File: config.mk
export PLATFORM = sky130hd
export DESIGN_NAME = ffha_ctrl
export DESIGN_NICKNAME = d
export VERILOG_FILES = /design/src/sv/ffha_pkg.sv /design/src/sv/ffha_ctrl.sv
export SDC_FILE = /design/constraint.sdc
export NUM_CORES = 1
export LEC_CHECK = 0
export BUFFER_PORTS_ARGS = -buffer_cell sky130_fd_sc_hd__buf_4
export CORE_MARGIN = 5
export CORE_UTILIZATION = 53
export CTS_CLUSTER_DIAMETER = 30
export DETAILED_ROUTE_END_ITERATION = 6
export GPL_ROUTABILITY_DRIVEN = 0
export HOLD_SLACK_MARGIN = 0.03
export PLACE_DENSITY = 0.74
export SLEW_MARGIN = 20
export SYNTH_ARGS = -nofsm -noshare
export SYNTH_HDL_FRONTEND = slang
export SYNTH_SLANG_ARGS = --single-unit
export TNS_END_PERCENT = 5
File: constraint.sdc
create_clock -name clk_i -period 13.9 [get_ports clk_i]
set_input_delay 2.78 -clock clk_i [delete_from_list [all_inputs] [get_ports clk_i]]
set_output_delay 2.78 -clock clk_i [all_outputs]
set_load 0.05 [all_outputs]
File: src/sv/ffha_pkg.sv
// Shared types and constants for the first-fit heap allocator.
`timescale 1ns / 1ps
`default_nettype none

package ffha_pkg;

  localparam int unsigned HeapUnitsDef   = 4096;
  localparam int unsigned HeaderUnitsDef = 1;

  localparam int unsigned ADDR_W   = 12;
  localparam int unsigned REQ_W    = 13;
  localparam int unsigned STATUS_W = 2;

  typedef enum logic [STATUS_W-1:0] {
    ST_OK   = 2'd0,
    ST_OOM  = 2'd1,
    ST_ZERO = 2'd2
  } status_e;

  typedef enum logic {
    CMD_ALLOC = 1'b0,
    CMD_FREE  = 1'b1
  } cmd_e;

  typedef enum logic [2:0] {
    S_IDLE,
    S_RD,
    S_CHK,
    S_NRD,
    S_NCHK,
    S_PMRG,
    S_SPLIT,
    S_RESP
  } state_e;

  typedef struct packed {
    status_e             status;
    logic [ADDR_W-1:0]   address;
  } result_t;

  typedef struct packed {
    logic rd_en;
    logic wr_en;
    logic wr_free;
  } mem_ctl_t;

endpackage

`default_nettype wire

File: src/sv/ffha_ctrl.sv
// Sequencer and shared adder that walk the block chain.
`timescale 1ns / 1ps
`default_nettype none

module ffha_ctrl
  import ffha_pkg::*;
#(
  parameter int unsigned HEAP_UNITS   = HeapUnitsDef,
  parameter int unsigned HEADER_UNITS = HeaderUnitsDef
) (
  input  wire logic                                clk_i,
  input  wire logic                                rst_ni,
  input  wire logic                                in_valid_i,
  output logic                                     in_stall_o,
  input  wire logic                                command_i,
  input  wire logic [REQ_W-1:0]                    request_size_i,
  input  wire logic [ADDR_W-1:0]                   handle_i,
  output logic                                     res_valid_o,
  input  wire logic                                res_ready_i,
  output result_t                                  res_o,
  output mem_ctl_t                                 mem_ctl_o,
  output logic      [$clog2(HEAP_UNITS)-1:0]       rd_addr_o,
  output logic      [$clog2(HEAP_UNITS)-1:0]       wr_addr_o,
  output logic      [$clog2(HEAP_UNITS+1)-1:0]     wr_size_o,
  input  wire logic [$clog2(HEAP_UNITS+1)-1:0]     rd_size_i,
  input  wire logic                                rd_free_i
);

  localparam int unsigned AW = $clog2(HEAP_UNITS);
  localparam int unsigned SW = $clog2(HEAP_UNITS + 1);
  localparam int unsigned PW = (AW + 2 > REQ_W + 2) ? AW + 2 : REQ_W + 2;
  localparam logic [PW-1:0] Hdr  = PW'(HEADER_UNITS);
  localparam logic [PW-1:0] Heap = PW'(HEAP_UNITS);

  state_e          state_q, state_d;
  cmd_e            cmd_q;
  logic [REQ_W-1:0] req_q;
  logic [PW-1:0]   tgt_q;
  logic [PW-1:0]   pos_q;
  logic [SW-1:0]   sz_q;
  logic [AW-1:0]   prev_q;
  logic [SW-1:0]   prev_size_q;
  logic            prev_free_q;
  logic            have_prev_q;
  result_t         res_q;

  logic [PW-1:0]   size_w, req_w;
  logic [PW-1:0]   add_a, add_b, sum;
  logic [PW-1:0]   pos_hdr, remain;
  logic            fits, split, sum_in, at_tgt;

  assign size_w  = PW'(rd_size_i);
  assign req_w   = PW'(req_q);
  assign fits    = rd_free_i && (size_w >= req_w);
  assign split   = size_w > (req_w + Hdr);
  assign pos_hdr = pos_q + Hdr;
  assign remain  = PW'(sz_q) - req_w - Hdr;
  assign at_tgt  = (pos_q == tgt_q);

  // Shared adder: a + b + header.
  always_comb begin
    case (state_q)
      S_CHK: begin
        add_a = pos_q;
        add_b = size_w;
      end
      S_NCHK: begin
        add_a = PW'(sz_q);
        add_b = size_w;
      end
      S_PMRG: begin
        add_a = PW'(prev_size_q);
        add_b = PW'(sz_q);
      end
      S_SPLIT: begin
        add_a = pos_q;
        add_b = req_w;
      end
      default: begin
        add_a = pos_q;
        add_b = '0;
      end
    endcase
  end

  assign sum    = add_a + add_b + Hdr;
  assign sum_in = sum < Heap;

  // Next state.
  always_comb begin
    state_d = state_q;
    unique case (state_q)
      S_IDLE: begin
        if (in_valid_i) begin
          if (command_i == CMD_ALLOC) begin
            state_d = (request_size_i == '0) ? S_RESP : S_RD;
          end else begin
            state_d = (PW'(handle_i) < Hdr) ? S_RESP : S_RD;
          end
        end
      end
      S_RD: state_d = S_CHK;
      S_CHK: begin
        if (cmd_q == CMD_ALLOC) begin
          if (fits) begin
            state_d = split ? S_SPLIT : S_RESP;
          end else begin
            state_d = sum_in ? S_RD : S_RESP;
          end
        end else if (at_tgt) begin
          if (rd_free_i) begin
            state_d = S_RESP;
          end else begin
            state_d = sum_in ? S_NRD : S_PMRG;
          end
        end else begin
          state_d = sum_in ? S_RD : S_RESP;
        end
      end
      S_NRD:   state_d = S_NCHK;
      S_NCHK:  state_d = S_PMRG;
      S_PMRG:  state_d = S_RESP;
      S_SPLIT: state_d = S_RESP;
      S_RESP:  state_d = res_ready_i ? S_IDLE : S_RESP;
      default: state_d = S_IDLE;
    endcase
  end

  // Outputs.
  always_comb begin
    mem_ctl_o = '0;
    wr_addr_o = pos_q[AW-1:0];
    wr_size_o = rd_size_i;
    unique case (state_q)
      S_RD, S_NRD: mem_ctl_o.rd_en = 1'b1;
      S_CHK: begin
        if (cmd_q == CMD_ALLOC) begin
          mem_ctl_o.wr_en = fits;
          wr_size_o       = split ? SW'(req_q) : rd_size_i;
        end else begin
          mem_ctl_o.wr_en   = at_tgt && !rd_free_i && !sum_in;
          mem_ctl_o.wr_free = 1'b1;
        end
      end
      S_NCHK: begin
        mem_ctl_o.wr_en   = 1'b1;
        mem_ctl_o.wr_free = 1'b1;
        wr_addr_o         = tgt_q[AW-1:0];
        wr_size_o         = rd_free_i ? SW'(sum) : sz_q;
      end
      S_PMRG: begin
        mem_ctl_o.wr_en   = have_prev_q && prev_free_q;
        mem_ctl_o.wr_free = 1'b1;
        wr_addr_o         = prev_q;
        wr_size_o         = SW'(sum);
      end
      S_SPLIT: begin
        mem_ctl_o.wr_en   = sum_in;
        mem_ctl_o.wr_free = 1'b1;
        wr_addr_o         = sum[AW-1:0];
        wr_size_o         = SW'(remain);
      end
      default: ;
    endcase
  end

  assign rd_addr_o   = pos_q[AW-1:0];
  assign in_stall_o  = (state_q != S_IDLE);
  assign res_valid_o = (state_q == S_RESP);
  assign res_o       = res_q;

  always_ff @(posedge clk_i or negedge rst_ni) begin
    if (!rst_ni) begin
      state_q <= S_IDLE;
    end else begin
      state_q <= state_d;
    end
  end

  // Walk datapath.
  always_ff @(posedge clk_i) begin
    unique case (state_q)
      S_IDLE: begin
        if (in_valid_i) begin
          cmd_q       <= cmd_e'(command_i);
          req_q       <= request_size_i;
          tgt_q       <= PW'(handle_i) - Hdr;
          pos_q       <= '0;
          have_prev_q <= 1'b0;
          if ((command_i == CMD_ALLOC) && (request_size_i == '0)) begin
            res_q <= '{status: ST_ZERO, address: '0};
          end else begin
            res_q <= '{status: ST_OK, address: '0};
          end
        end
      end
      S_CHK: begin
        if (cmd_q == CMD_ALLOC) begin
          if (fits) begin
            res_q <= '{status: ST_OK, address: pos_hdr[ADDR_W-1:0]};
            sz_q  <= rd_size_i;
          end else if (sum_in) begin
            pos_q <= sum;
          end else begin
            res_q <= '{status: ST_OOM, address: '0};
          end
        end else begin
          if (at_tgt) begin
            sz_q <= rd_size_i;
          end else begin
            prev_q      <= pos_q[AW-1:0];
            prev_size_q <= rd_size_i;
            prev_free_q <= rd_free_i;
            have_prev_q <= 1'b1;
          end
          if (sum_in) begin
            pos_q <= sum;
          end
        end
      end
      S_NCHK: begin
        if (rd_free_i) begin
          sz_q <= SW'(sum);
        end
      end
      default: ;
    endcase
  end

endmodule

`default_nettype wire

* After elaboration in Yosys (flattened, before gate mapping) *
Cells that the tools add are included.

storage, ports and cells
  output and inout port bits = 56
  word-level logic and storage cells = 105
  memories = 0
  bits in latches = 0
  input bits = 44
  ROM bits = 0
  RAM bits = 0
  bits in registers = 101

operators by class
  divide/modulo/power cells = 0
  add/sub/neg operators = 7
  multipliers = 0
  bitwise gates (word level) = 2
  multiplexer cells = 43
  reduce and logical (&&, ||, !) cells = 21
  shift operators = 0
  order comparisons = 4
  eq/ne operators = 16

operators by type and width
  operator                                                       number
  2-to-1 mux 13 bit                                              6
  2-to-1 mux 14 bit                                              5
  2-to-1 mux 15 bit                                              4
  case mux 15 bit (2 select lines)                               2
  case mux 13 bit (4 select lines)                               1
  case mux 13 bit (3 select lines)                               1
  case mux 12 bit (3 select lines)                               1
  2-to-1 mux 3 bit                                               11
  case mux 14 bit (2 select lines)                               1
  case mux 13 bit (2 select lines)                               1
  case mux 3 bit (7 select lines)                                1
  adder 15 x 1 -> 15 bit (second input constant)                 1
  adder 15 bit                                                   1
  == test 15 bit                                                 1
  less-than comparator 15 x 13 -> 1 bit (second input constant)  1
  adder 13 x 1 -> 14 bit (second input constant)                 1
  greater-than comparator 13 x 14 -> 1 bit                       1
  >= comparator 13 bit                                           1
  zero test 13 bit                                               1
  subtractor 12 x 1 -> 13 bit (second input constant)            1
  subtractor 13 bit                                              1
  subtractor 13 x 2 -> 13 bit (second input constant)            1
  adder 12 x 1 -> 12 bit (second input constant)                 1
  == test 3 bit (second input constant)                          4
  other kinds (18)                                               43

* Logic depth before layout (Yosys ltp) *
  depth after elaboration = 11
  depth in mapped cells = 17
  mapped depth without buffers = 14

* Least setup slack after synthesis *
OpenSTA, ideal clock, no wires.

  path kind = input -> output
  start = input port rd_size_i[1]
  end = output port mem_ctl_o[1] (netlist name)
  path buffers = 0
  setup slack = 4.275 ns
  data arrival time = 6.845 ns
  cell stages on the path = 12
  path through = mux2_2 a22o_1 a22oi_1 inv_1 ha_1 nor2b_1 o211ai_1 a311oi_1 a21oi_1 o2bb2a_4 a21boi_4 o311ai_0

RTL lines
  item         RTL line         text
  from (decl)  ffha_ctrl.sv:25  input wire logic [$clog2(HEAP_UNITS+1)-1:0] rd_size_i,
  to (decl)    ffha_ctrl.sv:21  output mem_ctl_t mem_ctl_o,

* Worst setup path after layout *
  start = input port rd_size_i[0]
  end = output port wr_size_o[12]

on the way
  longest elaborated chain between the ends = 5
  elaborated cells on any way between the ends = 8

RTL lines
  item                                  RTL line          text
  case mux 13 bit (3 select lines)      ffha_ctrl.sv:62   case (state_q)
  adder 15 bit                          ffha_ctrl.sv:86   assign sum = add_a + add_b + Hdr;
  adder 15 x 1 -> 15 bit                ffha_ctrl.sv:86
  2-to-1 mux 13 bit                     -
  case mux 13 bit (4 select lines) (*)  ffha_ctrl.sv:134  unique case (state_q)
  to (decl)                             ffha_ctrl.sv:24   output logic [$clog2(HEAP_UNITS+1)-1:0] wr_size_o,

Mark *: on every way between the ends. The rest lies on a longest branch, timed or not.

==> results_dict.tcl <==
set metrics [dict create \
    worstMarginPinSlew_ns 0.881 \
    crit_required_ns 11.12 \
    final_common_cell "buf_4" \
    ys_seq_area_share_pct 35.3 \
    cts_tree "built" \
    grt-ovfl-total 0 \
    cts_resized 0 \
    htree_levels 3 \
    grt.total_usage_pct 27.5 \
    maxCapViolCount 0 \
    io_buffer_count 99 \
    wl_per_cell_um 21.4 \
    synth_enable_flop_cells 96 \
    yosys_most_used_dff "edfxtp_1" \
    min_path_type "flip-flop to flip-flop" \
    layout_common_cells "buf_4, edfxtp_1, nand2_1, o21ai_0, a21oi_1" \
    stdcell_area_mm2 0.00942 \
    cts-hold-fix-buffers 0 \
    slew_viol_final 0 \
    combPwrFrac_pct 72.9 \
    hold_violations 0 \
    rows 46 \
    endpoint_kind "primary output" \
    tns_ns 0 \
    hold_depth 1 \
    switching_share_pct 55.8 \
    cts.sinks 99 \
    coreArea_mm2 0.0157 \
    placed_area_mm2 0.00915 \
    ys_ff_latch 99 \
    status "complete, no violations" \
    rsz0062_at_grt "false" \
    seqCellArea_mm2 0.00296 \
    clkLatencyLatePin_ns 0.35 \
    syn_nets 1017 \
    worst-path-max-fanout 15 \
    num_vias 7537 \
    cts_buffers 9 \
    nNetsFinal 1072 \
    max_slew_margin_pct 40.6 \
    power.density_mw_per_mm2 269 \
    p_sw_mw 1.42 \
    period_share_pct 66.0 \
    synth.cell_area_mm2 0.00837 \
    first_global_vias 7056 \
    ios 100 \
    postCtsSetupRepairBufs 0 \
    diodes 0 \
    die_area_mm2 0.0184 \
    die_w_um 136 \
    drive_above_1_share_pct 18.1 \
    ant_nets 0 \
    drtIter0Drc 985 \
    leakagePower_nw 3.81 \
    syn_inst 917 \
    period_needed_ns 9.17 \
    dr.pass1.iters 6 \
    cts.reportedPaths.clkPinSlew_ns 0.07 \
    fmax_mhz 109 \
    wirelength_um 25500 \
    crit_type "primary input to primary output" \
    die_y_um 136 \
    ys_types 77 \
    p_clk_share_pct 9.4 \
    via_per_inst 6.32 \
    hpwl_um 18800 \
    area_delta_synth_final_pct 12.5 \
    num-fill-cells 1402 \
    async_reset_ff_share_pct 3.03 \
    antenna_found_initial 0 \
    grt_pass1_wl_um 39100 \
    clk_path_buf_depth 2 \
    syn_area_per_cell_um2 9.13 \
    grt_max_degree 57 \
    reg2reg_depth 16 \
    drc_errors 0 \
    intPower_mw 1.12 \
    start_kind "primary input" \
    critPathArrivalTime_ns 6.39 \
    ir_drop_mv 0.179 \
    root_buffer "clkbuf_16" \
    multi_input_area_mm2 0.00495 \
    finalSetupViolCount 0 \
    finClkSkew_ns 0.00610 \
    start_util_pct 53.3 \
    yosysWarnings 0 \
    seqPwrFrac_pct 17.7 \
]
-- registers in the layout, indices dropped and copies added, names as in the netlist, 3 cells and up --
| name | flops |
|---|---|
| res_o | 14 |
| state_q | 3 |
| prev_size_q | 13 |
| sz_q | 13 |
| prev_q | 12 |
| req_q | 13 |
| tgt_q | 13 |
| pos_q | 15 |
-- worst paths after layout --
| path | start | to | slack [ns] |
|---|---|---|---|
| min | pos_q[12] | pos_q[12] | 0.67 |
| min reg2reg | pos_q[12] | pos_q[12] | 0.67 |
| max | rd_size_i[0] | wr_size_o[12] | 4.73 |
| max in group asynchronous | rst_ni | state_q[2] | 11.60 |
| min in group asynchronous | rst_ni | state_q[0] | 2.20 |
| max reg2reg | state_q[0] | res_o[11] | 8.26 |
-- critical path, cell delays in order --
cell and delay (ns):
buf_4 0.11, o21ai_0 0.08, a21oi_1 0.18, a21oi_1 0.07
ha_1 0.22, fa_1 0.40, nand2b_1 0.18, a31oi_1 0.39
a21oi_1 0.19, o311ai_0 0.54, or2_1 0.55, o22ai_1 0.15
a21o_1 0.21, o211ai_1 0.11, buf_4 0.24
-- power groups by stage --
stage	Clock, mW	Combinational (mW)	Sequential (mW)
floorplan	0	1.37	0.442
global route	0.252	1.97	0.455
finish	0.238	1.85	0.450
CTS	0.240	1.82	0.448
detailed placement	0	1.82	0.455
global placement	0	1.79	0.454
-- metal layers --
metal  GRT usage (%)  wire length (µm)
met1            39.0             10800
met2            41.3             11300
met3            5.16              2390
met4            11.8               933
met5               0                 0
-- kinds of logic after synthesis --
kind of cell | share of synthesized area (%)
compound gates | 22.6
simple gates | 15.4
buf+inv | 5.75
flops | 35.3
xor+xnor | 6.48
fa+ha+maj | 8.55
mux | 5.83
-- layout make-up --
cell class / count / area share [%]
Multi-Input combinational cell: 712 / 52.5
Sequential cell: 99 / 31.4
Timing Repair Buffer: 110 / 8.76
Tap cell: 216 / 2.87
Clock buffer: 10 / 2.43
Inverter: 40 / 1.59
Clock inverter: 6 / 0.412
-- cell usage after synthesis (all sizes together) (3+ instances only) --
| cell type | number | area share [%] |
|---|---|---|
| a211oi | 6 | 0.60 |
| a21boi | 6 | 0.67 |
| a21o | 19 | 1.7 |
| a21oi | 72 | 4.5 |
| a221o | 4 | 0.48 |
| a22oi | 12 | 1.1 |
| a2bb2oi | 4 | 0.42 |
| a31oi | 9 | 0.67 |
| and2 | 8 | 0.61 |
| and3 | 13 | 0.97 |
| and4 | 3 | 0.31 |
| buf | 26 | 2.2 |
| clkbuf | 40 | 1.8 |
| dfrtp | 3 | 0.90 |
| edfxtp | 96 | 34 |
| ha | 54 | 8.1 |
| inv | 39 | 1.7 |
| mux2 | 22 | 3.0 |
| mux2i | 24 | 2.9 |
| nand2 | 78 | 3.5 |
| nand2b | 8 | 0.60 |
| nand3 | 30 | 2.3 |
| nand3b | 6 | 0.54 |
| nand4 | 6 | 0.45 |
| nor2 | 53 | 2.4 |
| nor2b | 6 | 0.45 |
| nor3 | 9 | 0.54 |
| nor3b | 3 | 0.27 |
| nor4 | 11 | 0.82 |
| o211ai | 10 | 0.90 |
| o21a | 10 | 0.90 |
| o21ai | 80 | 4.8 |
| o22ai | 33 | 2.5 |
| o311ai | 3 | 0.40 |
| or2 | 7 | 0.52 |
| or3 | 9 | 0.69 |
| xnor2 | 36 | 3.8 |
| xor2 | 26 | 2.7 |
-- per-stage QoR --
| step | utilization, % | hold slack [ns] | total power, mW | worst slack, ns | std cells |
|---|---|---|---|---|---|
| detailed placement | 58.2 | 0.676 | 2.27 | 4.88 | 1177 |
| finish | 60.0 | 0.675 | 2.54 | 4.73 | 1193 |
| CTS | 59.9 | 0.694 | 2.51 | 4.87 | 1193 |
| global placement | 58.2 | 0.647 | 2.25 | 4.98 | 1176 |
| floorplan | - | 0.449 | 1.81 | 4.28 | 917 |
| global route | 60.0 | 0.748 | 2.68 | 4.41 | 1193 |
(Power assumes the default switching activity.)
